--- src/rtl/lmeoc_pkg.sv ---
// Shared types, constants and helper functions for the list-mode event order checker.
package lmeoc_pkg;

  localparam int NUM_MODULES = 7;
  localparam int SCALE_W     = 4;
  localparam int CFG_IDX_W   = 3;
  localparam int WORD_W      = 32;
  localparam int EVLEN_W     = 13;
  localparam int EVLEN_LSB   = 17;
  localparam int HDRLEN_W    = 5;
  localparam int HDRLEN_LSB  = 12;
  localparam int CHAN_W      = 12;
  localparam int STAMP_HI_W  = 16;
  localparam int STAMP_W     = 48;
  localparam int SCALED_W    = 52;
  localparam int MOD_IDX_W   = 3;

  localparam logic [WORD_W-1:0] KEEP_HDR_MASK = 32'h8001_FFFF;
  localparam logic [WORD_W-1:0] LOW16_MASK    = 32'h0000_FFFF;

  // Channel address that maps to module 0 after the base offset.
  localparam logic [CHAN_W-1:0] MOD_BASE   = 12'd32;
  // Truncation toward zero folds base-15..base-1 into module 0.
  localparam logic [CHAN_W-1:0] MOD_LOW_OK = 12'd17;
  localparam int                MOD_SHIFT  = 4;

  localparam logic [WORD_W-1:0] SAT_MAX = 32'hFFFF_FFFF;

  // Word position within an event that carries the trace length and
  // baseline fields, trimmed to 16 bits when traces are removed.
  localparam logic [EVLEN_W-1:0] IDX_HEADER   = 13'd0;
  localparam logic [EVLEN_W-1:0] IDX_STAMP_LO = 13'd1;
  localparam logic [EVLEN_W-1:0] IDX_STAMP_HI = 13'd2;
  localparam logic [EVLEN_W-1:0] IDX_TRACE    = 13'd3;

  typedef logic [NUM_MODULES-1:0][SCALE_W-1:0] scale_arr_t;

  typedef struct packed {
    logic                 bad;
    logic [MOD_IDX_W-1:0] idx;
  } mod_sel_t;

  // Stage 1: parsed word, timestamp and selected scale.
  typedef struct packed {
    logic [WORD_W-1:0]  word;
    logic               word_valid;
    logic               last;
    logic               bad_module;
    logic               ferr;
    logic [STAMP_W-1:0] stamp;
    logic [SCALE_W-1:0] scale;
  } s1_t;

  // Stage 2: scaled timestamp ready for the order check.
  typedef struct packed {
    logic [WORD_W-1:0]   word;
    logic                word_valid;
    logic                last;
    logic                bad_module;
    logic                ferr;
    logic [SCALED_W-1:0] scaled;
  } s2_t;

  typedef struct packed {
    logic [WORD_W-1:0]   word;
    logic                word_valid;
    logic                end_of_event;
    logic                first_event;
    logic                in_order;
    logic                bad_module;
    logic                framing_error;
    logic [SCALED_W-1:0] scaled_timestamp;
    logic [WORD_W-1:0]   ordered_count;
    logic [WORD_W-1:0]   unordered_count;
    logic [WORD_W-1:0]   total_count;
  } result_t;

  function automatic mod_sel_t mod_lookup(input logic [CHAN_W-1:0] chan);
    mod_sel_t              sel;
    logic [CHAN_W-1:0]     off;
    off = chan - MOD_BASE;
    sel.bad = 1'b0;
    sel.idx = '0;
    if (chan < MOD_LOW_OK) begin
      sel.bad = 1'b1;
    end else if (chan < MOD_BASE) begin
      sel.idx = '0;
    end else if ((off >> MOD_SHIFT) >= CHAN_W'(NUM_MODULES)) begin
      sel.bad = 1'b1;
    end else begin
      sel.idx = off[MOD_SHIFT +: MOD_IDX_W];
    end
    return sel;
  endfunction

  function automatic logic [WORD_W-1:0] sat_inc(input logic [WORD_W-1:0] v);
    return (v == SAT_MAX) ? v : v + WORD_W'(1);
  endfunction

endpackage

--- src/rtl/list_mode_event_order_checker_core.sv ---
// Top level of the list-mode event deframer and timestamp order checker.
// Accepts one 32-bit list-mode word per clock on in_word (valid/ready) and
// returns at most one result per word. The three steps are parse and header
// rewrite, the 48x4 timestamp multiply, then the order compare and count
// update into the result register. Each of those three register stages
// holds one request and advances whenever the stage after it is free, so the
// sustained rate is one word per clock; a stalled result side backs up
// through the stages before in_ready drops. Trace words after the header
// produce no result except the event's final word. A header with zero event
// or header length produces a framing-error result, after which every
// incoming word is accepted and dropped until reset. The seven 4-bit scale
// registers are written through cfg_we/cfg_index/cfg_wdata; the user must
// write them only while idle, as the block itself does not enforce it; an
// index of 7 is ignored.
module list_mode_event_order_checker_core import lmeoc_pkg::*; (
  input  logic                 clk,
  input  logic                 rst_n,
  // Input word stream
  input  logic [WORD_W-1:0]    in_word,
  input  logic                 in_valid,
  output logic                 in_ready,
  // Result stream
  output logic [WORD_W-1:0]    out_word,
  output logic                 out_word_valid,
  output logic                 out_end_of_event,
  output logic                 out_first_event,
  output logic                 out_in_order,
  output logic                 out_bad_module,
  output logic                 out_framing_error,
  output logic [SCALED_W-1:0]  out_scaled_timestamp,
  output logic [WORD_W-1:0]    out_ordered_count,
  output logic [WORD_W-1:0]    out_unordered_count,
  output logic [WORD_W-1:0]    out_total_count,
  output logic                 out_valid,
  input  logic                 out_ready,
  // Scale register writes
  input  logic                 cfg_we,
  input  logic [CFG_IDX_W-1:0] cfg_index,
  input  logic [SCALE_W-1:0]   cfg_wdata
);

  scale_arr_t scale_r;
  s1_t        s1_q;
  logic       s1_valid;
  logic       s1_ready;
  s2_t        s2_q;
  logic       s2_valid;
  logic       s2_ready;
  result_t    res;

  // Scale registers; reset to the standard per-module time constants.
  always_ff @(posedge clk) begin
    if (!rst_n) begin
      scale_r <= {4'd8, 4'd8, 4'd8, 4'd8, 4'd8, 4'd10, 4'd10};
    end else if (cfg_we && (cfg_index < CFG_IDX_W'(NUM_MODULES))) begin
      scale_r[cfg_index] <= cfg_wdata;
    end
  end

  // Stage 1: frame the event, rewrite header words, pick the module scale.
  lmeoc_parse u_parse (
    .clk      (clk),
    .rst_n    (rst_n),
    .in_word  (in_word),
    .in_valid (in_valid),
    .in_ready (in_ready),
    .scale    (scale_r),
    .s1_q     (s1_q),
    .s1_valid (s1_valid),
    .s1_ready (s1_ready)
  );

  // Stage 2: scale the timestamp.
  lmeoc_scale u_scale (
    .clk      (clk),
    .rst_n    (rst_n),
    .s1_q     (s1_q),
    .s1_valid (s1_valid),
    .s1_ready (s1_ready),
    .s2_q     (s2_q),
    .s2_valid (s2_valid),
    .s2_ready (s2_ready)
  );

  // Stage 3: compare against the previous event and hold the result.
  lmeoc_order u_order (
    .clk       (clk),
    .rst_n     (rst_n),
    .s2_q      (s2_q),
    .s2_valid  (s2_valid),
    .s2_ready  (s2_ready),
    .res       (res),
    .res_valid (out_valid),
    .res_ready (out_ready)
  );

  assign out_word             = res.word;
  assign out_word_valid       = res.word_valid;
  assign out_end_of_event     = res.end_of_event;
  assign out_first_event      = res.first_event;
  assign out_in_order         = res.in_order;
  assign out_bad_module       = res.bad_module;
  assign out_framing_error    = res.framing_error;
  assign out_scaled_timestamp = res.scaled_timestamp;
  assign out_ordered_count    = res.ordered_count;
  assign out_unordered_count  = res.unordered_count;
  assign out_total_count      = res.total_count;

endmodule

--- src/rtl/lmeoc_parse.sv ---
// Event framer: tracks the word position, rewrites header words, builds the timestamp.
module lmeoc_parse import lmeoc_pkg::*; (
  input  logic              clk,
  input  logic              rst_n,
  input  logic [WORD_W-1:0] in_word,
  input  logic              in_valid,
  output logic              in_ready,
  input  scale_arr_t        scale,
  output s1_t               s1_q,
  output logic              s1_valid,
  input  logic              s1_ready
);

  logic [EVLEN_W-1:0]    word_index_r;
  logic [EVLEN_W-1:0]    event_words_r;
  logic [HDRLEN_W-1:0]   header_words_r;
  mod_sel_t              mod_sel_r;
  logic [WORD_W-1:0]     stamp_low_r;
  logic [STAMP_HI_W-1:0] stamp_high_r;
  logic                  halted_r;
  s1_t                   s1_r;
  logic                  s1_valid_r;

  logic                  stage_free;
  logic                  work;
  logic                  hdr;
  logic [EVLEN_W-1:0]    ev_c;
  logic [HDRLEN_W-1:0]   hw_c;
  mod_sel_t              mod_c;
  logic [WORD_W-1:0]     st_lo_c;
  logic [STAMP_HI_W-1:0] st_hi_c;
  logic                  ferr;
  logic                  keep;
  logic                  last;
  logic                  stripped;
  logic                  emit;
  s1_t                   s1_nxt;

  assign stage_free = !s1_valid_r || s1_ready;
  // Drop words silently once halted.
  assign in_ready   = halted_r || stage_free;
  assign work       = in_valid && in_ready && !halted_r;

  always_comb begin
    hdr     = (word_index_r == IDX_HEADER);
    ev_c    = hdr ? in_word[EVLEN_LSB +: EVLEN_W] : event_words_r;
    hw_c    = hdr ? in_word[HDRLEN_LSB +: HDRLEN_W] : header_words_r;
    mod_c   = hdr ? mod_lookup(in_word[CHAN_W-1:0]) : mod_sel_r;
    st_lo_c = hdr ? '0 : ((word_index_r == IDX_STAMP_LO) ? in_word : stamp_low_r);
    st_hi_c = hdr ? '0 : ((word_index_r == IDX_STAMP_HI) ? in_word[STAMP_HI_W-1:0]
                                                           : stamp_high_r);
    ferr     = hdr && ((ev_c == '0) || (hw_c == '0));
    keep     = !ferr && (word_index_r < EVLEN_W'(hw_c));
    last     = !ferr && ((EVLEN_W+1)'(word_index_r) + (EVLEN_W+1)'(1)
                         >= (EVLEN_W+1)'(ev_c));
    stripped = (ev_c != EVLEN_W'(hw_c));
    emit     = ferr || keep || last;

    s1_nxt            = '0;
    s1_nxt.word_valid = keep;
    s1_nxt.last       = last;
    s1_nxt.ferr       = ferr;
    if (keep) begin
      if (stripped && hdr) begin
        s1_nxt.word = (WORD_W'(hw_c) << EVLEN_LSB) | (in_word & KEEP_HDR_MASK);
      end else if (stripped && (word_index_r == IDX_TRACE)) begin
        s1_nxt.word = in_word & LOW16_MASK;
      end else begin
        s1_nxt.word = in_word;
      end
    end
    if (last) begin
      s1_nxt.bad_module = mod_c.bad;
      s1_nxt.stamp      = {st_hi_c, st_lo_c};
      s1_nxt.scale      = mod_c.bad ? SCALE_W'(1) : scale[mod_c.idx];
    end
  end

  always_ff @(posedge clk) begin
    if (!rst_n) begin
      s1_valid_r     <= 1'b0;
      halted_r       <= 1'b0;
      word_index_r   <= '0;
      event_words_r  <= '0;
      header_words_r <= '0;
      mod_sel_r      <= '0;
      stamp_low_r    <= '0;
      stamp_high_r   <= '0;
    end else begin
      if (stage_free) begin
        s1_valid_r <= work && emit;
      end
      if (work) begin
        if (ferr) begin
          halted_r <= 1'b1;
        end else begin
          word_index_r <= last ? '0 : word_index_r + EVLEN_W'(1);
        end
        if (hdr) begin
          event_words_r  <= ev_c;
          header_words_r <= hw_c;
          mod_sel_r      <= mod_c;
        end
        stamp_low_r  <= st_lo_c;
        stamp_high_r <= st_hi_c;
      end
    end
  end

  always_ff @(posedge clk) begin
    if (work && emit) begin
      s1_r <= s1_nxt;
    end
  end

  assign s1_q     = s1_r;
  assign s1_valid = s1_valid_r;

  a_halt_no_new: assert property (@(posedge clk) disable iff (!rst_n)
    $past(halted_r) && rst_n && $past(rst_n) |-> !$rose(s1_valid_r))
    else $error("new request entered stage 1 while halted");
  a_s1_has_result: assert property (@(posedge clk) disable iff (!rst_n)
    s1_valid_r |-> (s1_r.word_valid || s1_r.last || s1_r.ferr))
    else $error("stage 1 holds a request that yields no result");
  a_ferr_alone: assert property (@(posedge clk) disable iff (!rst_n)
    (s1_valid_r && s1_r.ferr) |-> (!s1_r.word_valid && !s1_r.last))
    else $error("framing error combined with kept or final word");

endmodule

--- src/rtl/lmeoc_scale.sv ---
// Timestamp scaling stage: multiplies the 48-bit timestamp by the module constant.
module lmeoc_scale import lmeoc_pkg::*; (
  input  logic clk,
  input  logic rst_n,
  input  s1_t  s1_q,
  input  logic s1_valid,
  output logic s1_ready,
  output s2_t  s2_q,
  output logic s2_valid,
  input  logic s2_ready
);

  s2_t  s2_r;
  logic s2_valid_r;
  logic load;

  assign s1_ready = !s2_valid_r || s2_ready;
  assign load     = s1_valid && s1_ready;

  always_ff @(posedge clk) begin
    if (!rst_n) begin
      s2_valid_r <= 1'b0;
    end else if (s1_ready) begin
      s2_valid_r <= s1_valid;
    end
  end

  always_ff @(posedge clk) begin
    if (load) begin
      s2_r.word       <= s1_q.word;
      s2_r.word_valid <= s1_q.word_valid;
      s2_r.last       <= s1_q.last;
      s2_r.bad_module <= s1_q.bad_module;
      s2_r.ferr       <= s1_q.ferr;
      s2_r.scaled     <= SCALED_W'(s1_q.stamp) * SCALED_W'(s1_q.scale);
    end
  end

  assign s2_q     = s2_r;
  assign s2_valid = s2_valid_r;

endmodule

--- src/rtl/lmeoc_order.sv ---
// Order check: compares scaled timestamps, keeps saturating counts, holds the result register.
module lmeoc_order import lmeoc_pkg::*; (
  input  logic    clk,
  input  logic    rst_n,
  input  s2_t     s2_q,
  input  logic    s2_valid,
  output logic    s2_ready,
  output result_t res,
  output logic    res_valid,
  input  logic    res_ready
);

  logic                res_valid_r;
  logic [WORD_W-1:0]   word_r;
  logic                word_valid_r;
  logic                eoe_r;
  logic                first_r;
  logic                in_order_r;
  logic                bad_module_r;
  logic                ferr_r;
  logic [SCALED_W-1:0] scaled_r;
  logic [SCALED_W-1:0] prev_r;
  logic                seen_first_r;
  logic [WORD_W-1:0]   ok_total_r;
  logic [WORD_W-1:0]   bad_total_r;
  logic [WORD_W-1:0]   all_total_r;

  logic take;
  logic cmp;
  logic ge;

  assign s2_ready = !res_valid_r || res_ready;
  assign take     = s2_valid && s2_ready;
  assign cmp      = s2_q.last && seen_first_r;
  assign ge       = (s2_q.scaled >= prev_r);

  always_ff @(posedge clk) begin
    if (!rst_n) begin
      res_valid_r  <= 1'b0;
      seen_first_r <= 1'b0;
      prev_r       <= '0;
      ok_total_r   <= '0;
      bad_total_r  <= '0;
      all_total_r  <= '0;
    end else begin
      if (s2_ready) begin
        res_valid_r <= s2_valid;
      end
      if (take && s2_q.last) begin
        seen_first_r <= 1'b1;
        prev_r       <= s2_q.scaled;
      end
      if (take && cmp) begin
        if (ge) begin
          ok_total_r <= sat_inc(ok_total_r);
        end else begin
          bad_total_r <= sat_inc(bad_total_r);
        end
        all_total_r <= sat_inc(all_total_r);
      end
    end
  end

  always_ff @(posedge clk) begin
    if (take) begin
      word_r       <= s2_q.word;
      word_valid_r <= s2_q.word_valid;
      eoe_r        <= s2_q.last;
      first_r      <= s2_q.last && !seen_first_r;
      in_order_r   <= cmp && ge;
      bad_module_r <= s2_q.bad_module;
      ferr_r       <= s2_q.ferr;
      scaled_r     <= s2_q.scaled;
    end
  end

  // Counters only move when a request enters the result register, so
  // they always match the result on display.
  always_comb begin
    res.word             = word_r;
    res.word_valid       = word_valid_r;
    res.end_of_event     = eoe_r;
    res.first_event      = first_r;
    res.in_order         = in_order_r;
    res.bad_module       = bad_module_r;
    res.framing_error    = ferr_r;
    res.scaled_timestamp = scaled_r;
    res.ordered_count    = ok_total_r;
    res.unordered_count  = bad_total_r;
    res.total_count      = all_total_r;
  end

  assign res_valid = res_valid_r;

  a_flags_at_end: assert property (@(posedge clk) disable iff (!rst_n)
    (res_valid_r && (first_r || in_order_r)) |-> (eoe_r && !(first_r && in_order_r)))
    else $error("first/in_order flag off an event end");
  a_total_mono: assert property (@(posedge clk) disable iff (!rst_n)
    (rst_n && $past(rst_n)) |-> (all_total_r >= $past(all_total_r)))
    else $error("total count went backward");
  a_total_bound: assert property (@(posedge clk) disable iff (!rst_n)
    (all_total_r >= ok_total_r) && (all_total_r >= bad_total_r))
    else $error("total count below a partial count");

endmodule
--- config.mk ---
export PLATFORM = sky130hd
export DESIGN_NAME = list_mode_event_order_checker_core
export DESIGN_NICKNAME = d
export VERILOG_FILES = /design/src/rtl/lmeoc_pkg.sv /design/src/rtl/list_mode_event_order_checker_core.sv /design/src/rtl/lmeoc_parse.sv /design/src/rtl/lmeoc_scale.sv /design/src/rtl/lmeoc_order.sv
export SDC_FILE = /design/constraint.sdc
export NUM_CORES = 1
export LEC_CHECK = 0
export BUFFER_PORTS_ARGS = -buffer_cell sky130_fd_sc_hd__buf_2
export CAP_MARGIN = 20
export CORE_MARGIN = 10
export CORE_UTILIZATION = 25
export CTS_CLUSTER_SIZE = 24
export DETAILED_ROUTE_END_ITERATION = 10
export GPL_ROUTABILITY_DRIVEN = 0
export PLACE_DENSITY = 0.38
export SYNTH_ARGS = -nofsm -noshare
export SYNTH_HDL_FRONTEND = slang
export SYNTH_SLANG_ARGS = --single-unit
--- constraint.sdc ---
create_clock -name clk -period 25.2 [get_ports clk]
set_input_delay 7.56 -clock clk [delete_from_list [all_inputs] [get_ports clk]]
set_output_delay 7.56 -clock clk [all_outputs]
set_load 0.005 [all_outputs]
Yosys cells after proc, flatten, opt, wreduce, memory -nomap -nowiden

Cells that the tools add are included.
Widths: inputs -> output; s select.

Eq/ne operators: 7
$lt $le $gt $ge: 10
Reductions and logical operators: 40
Multiply operators: 1
Muxes and demuxes: 22
Add/sub/neg operators: 6
Bitwise logic cells: 7

Operators with widths:

| kind                  | number |
|---|---|
| $mux 32               | 4 |
| $add 32x1->32 const B | 3 |
| $eq 32x32->1 const B  | 3 |
| $ge 52x52->1          | 1 |
| $mul 48x4->52         | 1 |
| $mux 16               | 2 |
| $or 22x32->32         | 1 |
| $bwmux 28             | 1 |
| $eq 13x2->1 const B   | 2 |
| $logic_not 13->1      | 2 |
| $mux 13               | 2 |
| $logic_and 1x1->1     | 17 |
| $add 13x1->14 const B | 1 |
| $ge 14x13->1          | 1 |
| $add 13x1->13 const B | 1 |
| $eq 13x1->1 const B   | 1 |
| $lt 13x5->1           | 1 |
| $ne 13x5->1           | 1 |
| $bmux 4 s3            | 1 |
| $demux 4 s3           | 1 |
| $lt 12x5->1 const B   | 1 |
| $lt 12x6->1 const B   | 1 |
| $mux 4                | 3 |
| $sub 12x6->12 const B | 1 |
| other kinds (14)      | 40 |

Bits in registers: 530
Output and inout bits: 188
Word-level logic and storage cells: 138

Depth between registers and ports, before layout

Depth after elaboration: 10
Mapped depth: 20
Depth with buffers taken out: 17

Modules after synthesis

From an unflattened synthesis, not the netlist that was laid out.

Cells, all modules: 3,073
Area total of the unflattened synthesis: 29,594.6 um2

Modules (own cells, without submodules):

| module                             | cells an instance | sequential area each (um2) | times used | area an instance (um2) |
|---|---|---|---|---|
| lmeoc_order                        | 1,097             | 5,705.5                    | 1          | 10,699.0 |
| lmeoc_scale                        | 994               | 2,662.6                    | 1          | 9,293.9 |
| lmeoc_parse                        | 876               | 4,344.2                    | 1          | 8,471.9 |
| list_mode_event_order_checker_core | 106               | 560.5                      | 1          | 1,129.8 |

Worst setup path before layout

OpenSTA, ideal clock, no wires.

Kind: input to output
From: in out_ready
To: out in_ready
Data arrival time: 8.140 ns
Cell stages on the path: 3
Setup slack: 9.500 ns
Path through: nor2b_1 > nand3_1 > or2_2

Cells in the longest elaborated chain, start to end: 4

RTL lines:

| what             | line                                     | source |
|---|---|---|
| start, declared  | list_mode_event_order_checker_core.sv:35 | `input logic out_ready,` |
| $logic_or 1x1->1 | lmeoc_order.sv:32                        | `assign s2_ready = !res_valid_r \|\| res_ready;` |
| $logic_or 1x1->1 | lmeoc_scale.sv:17                        | `assign s1_ready = !s2_valid_r \|\| s2_ready;` |
| $logic_or 1x1->1 | lmeoc_parse.sv:39                        | `assign stage_free = !s1_valid_r \|\| s1_ready;` |
| $logic_or 1x1->1 | lmeoc_parse.sv:41                        | `assign in_ready = halted_r \|\| stage_free;` |
| end, declared    | list_mode_event_order_checker_core.sv:21 | `output logic in_ready,` |

Every way passes these cells.

Worst setup path in the final report

Same ends and word-level chain as after synthesis.

==> impl_metrics.toml <==
[run_status]
status = "finished clean"

[timing]
hold_viol = 0
finalSetupViolCount = 0
rsz0062_at_grt = "false"
period_share = 0.641
finalMaxSlewViolations = 0
fin_skew_ns = 0.0388
slew_headroom = 0.300
fin_crit_ns = 16.16
fmax_ghz = 0.0619
fin_tns_setup_ns = 0
worst_pin_slew_ns = 1.05

[setup_path]
crit_type = "input port to primary output"
cp_max_fo = 4
start_kind = "input port"
end_kind = "primary output"
crit_start = "out_ready"
arrival_ns = 8.60
cp.required_ns = 17.64
r2r-start = "u_parse.word_index_r[8]"

[placed_design]
dp_hpwl_um = 60300
portBuffers = 231

[global_routing]
grt_first_pass_wirelength_um = 133000
first_global_vias = 21000
grt_max_degree = 89
grt_usage = 0.129
grt-ovfl-total = 0
antenna_found_initial = 7

[cts]
cts_sinks = 530
cts-root-buf = "clkbuf_16"
cts_setup_buffers = 0
numCtsBuffers = 69
cts_tree = "done"
clkTransAtPathRegs_ns = 0.06
cts.htree.levels = 3
cts_resized = 0
cts_buffer_depth = 3
clock_latency_ns = 0.64
cts_hold_buffers = 0

[routing]
drt_iter0_markers = 1197
dr.pass1.iters = 5
drc = 0
routed_wl_um = 85600
ant_nets = 0
viasPerCell = 4.48
wl_per_cell_um = 18.1
num_vias = 21200

[finish]
final_nets = 3426
final_core_util = 0.295
drive_above_1_share = 0.120
syn2layout_area_growth_pct = 17.2
fillers = 12100

[floorplanning]
die_area_um2 = 129000
die_y_um = 359
die_x_um = 359
io_pins = 232
rows = 124
fp.coreArea_um2 = 114000
start_util = 0.252

[logic_synthesis]
synthArstFlopShare = 0
ys_seq_area_frac = 0.461
syn_inst = 2977
yosysWarnings = 0
avgSynthCellArea_um2 = 9.67
synth_flop_cell = "edfxtp_1"
synth_edf_count = 266
synth_area_leader_cell = "edfxtp_1"
synth_top_area_frac = 0.278
synth_seq_cells = 530
synth_area_um2 = 28800
yosys-top-cells-area = "edfxtp_1 28%, dfxtp_1 18%, fa_1 6.4%"
synth_cell_types = 77
syn_nets = 3246

[power_and_ir_drop]
power.density_nw_per_um2 = 68.3
worst_ir_drop_vdd_v = 0.0000441
power_leakage_nw = 13.3

[job]
maxCapViolCount = 0

[min_path]
min-delay-start = "u_parse.s1_q[85]"
hp-class = "register to register"
-- kinds of logic (layout without fill, tap and decap cells) --
logic type | Yosys count | count (layout) | synth area share
adders and majority gates | 225 | 225 | 0.122
muxes | 81 | 81 | 0.0285
buffers and inverters | 419 | 655 | 0.0553
and+or+nand+nor | 1087 | 1087 | 0.185
other | 0 | 3 | 0
xor gates and xnor gates | 104 | 104 | 0.0316
DFF | 530 | 530 | 0.461
AOI/OAI and AO/OA | 531 | 531 | 0.117
-- worst paths after layout --
path / cells after the start / slack [ns] / end
max reg2reg: 13 / 19.25 / u_parse.s1_q[63]
max: 5 / 9.04 / in_ready
min reg2reg: 0 / 0.41 / u_scale.s2_q[85]
min: 0 / 0.41 / u_scale.s2_q[85]
-- worst max-delay path, cell delays in order --
cell and delay [ns]:
buf_2 0.10, nor2b_1 0.33, nand3_1 0.18, or2_2 0.30, buf_2 0.13
-- placed cells by master (no fill, tap or decap), types with 13 or more instances in the layout --
cell,instances
nand2_1,429
inv_1,268
edfxtp_1,266
dfxtp_1,264
a21oi_1,234
buf_2,231
nor2_1,171
and2_1,163
ha_1,133
fa_1,92
mux2i_1,73
clkbuf_16,71
xnor2_1,65
a21o_1,61
nand3_1,56
a22oi_1,55
o21ai_0,50
and3_1,46
nand4_1,44
xor2_1,39
nand2b_1,35
nor4_1,30
buf_4,26
clkbuf_1,24
nor3_1,22
o31ai_1,21
or4_1,20
or3_1,13
nor2b_1,13
-- flip-flops by register name (all words and copies together), names as in the netlist, 4 cells and up --
signal / count
u_parse.s1_q: 88
u_scale.s2_q: 88
u_order.prev_r: 52
u_order.scaled_r: 52
u_order.all_total_r: 32
u_order.bad_total_r: 32
u_order.ok_total_r: 32
u_order.word_r: 32
u_parse.stamp_low_r: 32
scale_r: 28
u_parse.stamp_high_r: 16
u_parse.event_words_r: 13
u_parse.word_index_r: 13
u_parse.header_words_r: 5
u_parse.mod_sel_r: 4
-- through the flow --
step                      setup slack [ns]  power (mW)  cell area, µm²  hold slack, ns  cells
final                                 9.04        2.30           33700           0.413   4728
after global routing                  8.98        2.43           33700           0.417   4726
after CTS                             9.04        2.36           33700           0.412   4724
after detailed placement              9.05        1.35           31500           0.405   4597
after global placement                9.04        1.35           31500           0.401   4597
after floorplan                       9.50        1.24           28800           0.400   2977
-- cells in the mapped netlist, types with 12 or more instances --
cell type and instances:
nand4_1 44, nand2_1 430, a21o_1 61, nor4_1 30, clkbuf_1 128, nor2b_1 13
nand3_1 56, or3_1 13, nor3_1 22, o21ai_0 50, or4_1 20, and2_1 164
nand2b_1 35, o31ai_1 21, inv_1 270, a22oi_1 55, ha_1 133, nor2_1 172
and4_1 12, a31oi_1 12, and3_1 47, dfxtp_1 264, xor2_1 39, edfxtp_1 266
fa_1 92, xnor2_1 65, a21oi_1 234, buf_2 13, mux2i_1 73
-- power by group --
group	switching, mW	total, mW	internal (mW)
Sequential	0.0303	0.996	0.966
Clock	0.404	0.983	0.579
Combinational	0.210	0.326	0.116
-- cell type report --
| class | instances | area [µm²] | share of cell area |
|---|---|---|---|
| diodes | 3 | 7.51 | 0.000222 |
| clock buffers | 99 | 1920 | 0.0569 |
| clock inverters | 28 | 324 | 0.00960 |
| inverters | 270 | 1020 | 0.0302 |
| multi-input cells | 2028 | 13900 | 0.413 |
| flip-flops and latches | 530 | 13300 | 0.393 |
| well taps | 1512 | 1890 | 0.0561 |
| repair buffers | 258 | 1370 | 0.0405 |
-- routing by layer --
layer  part of all wire  routed length [µm]  GRT usage
met3              0.035                2990     0.0225
met1               0.48               40900      0.175
met5            0.00041                  35          0
met2               0.46               39700      0.209
met4              0.024                2030     0.0361
No activity file was read; power rests on OpenSTA's default activity.
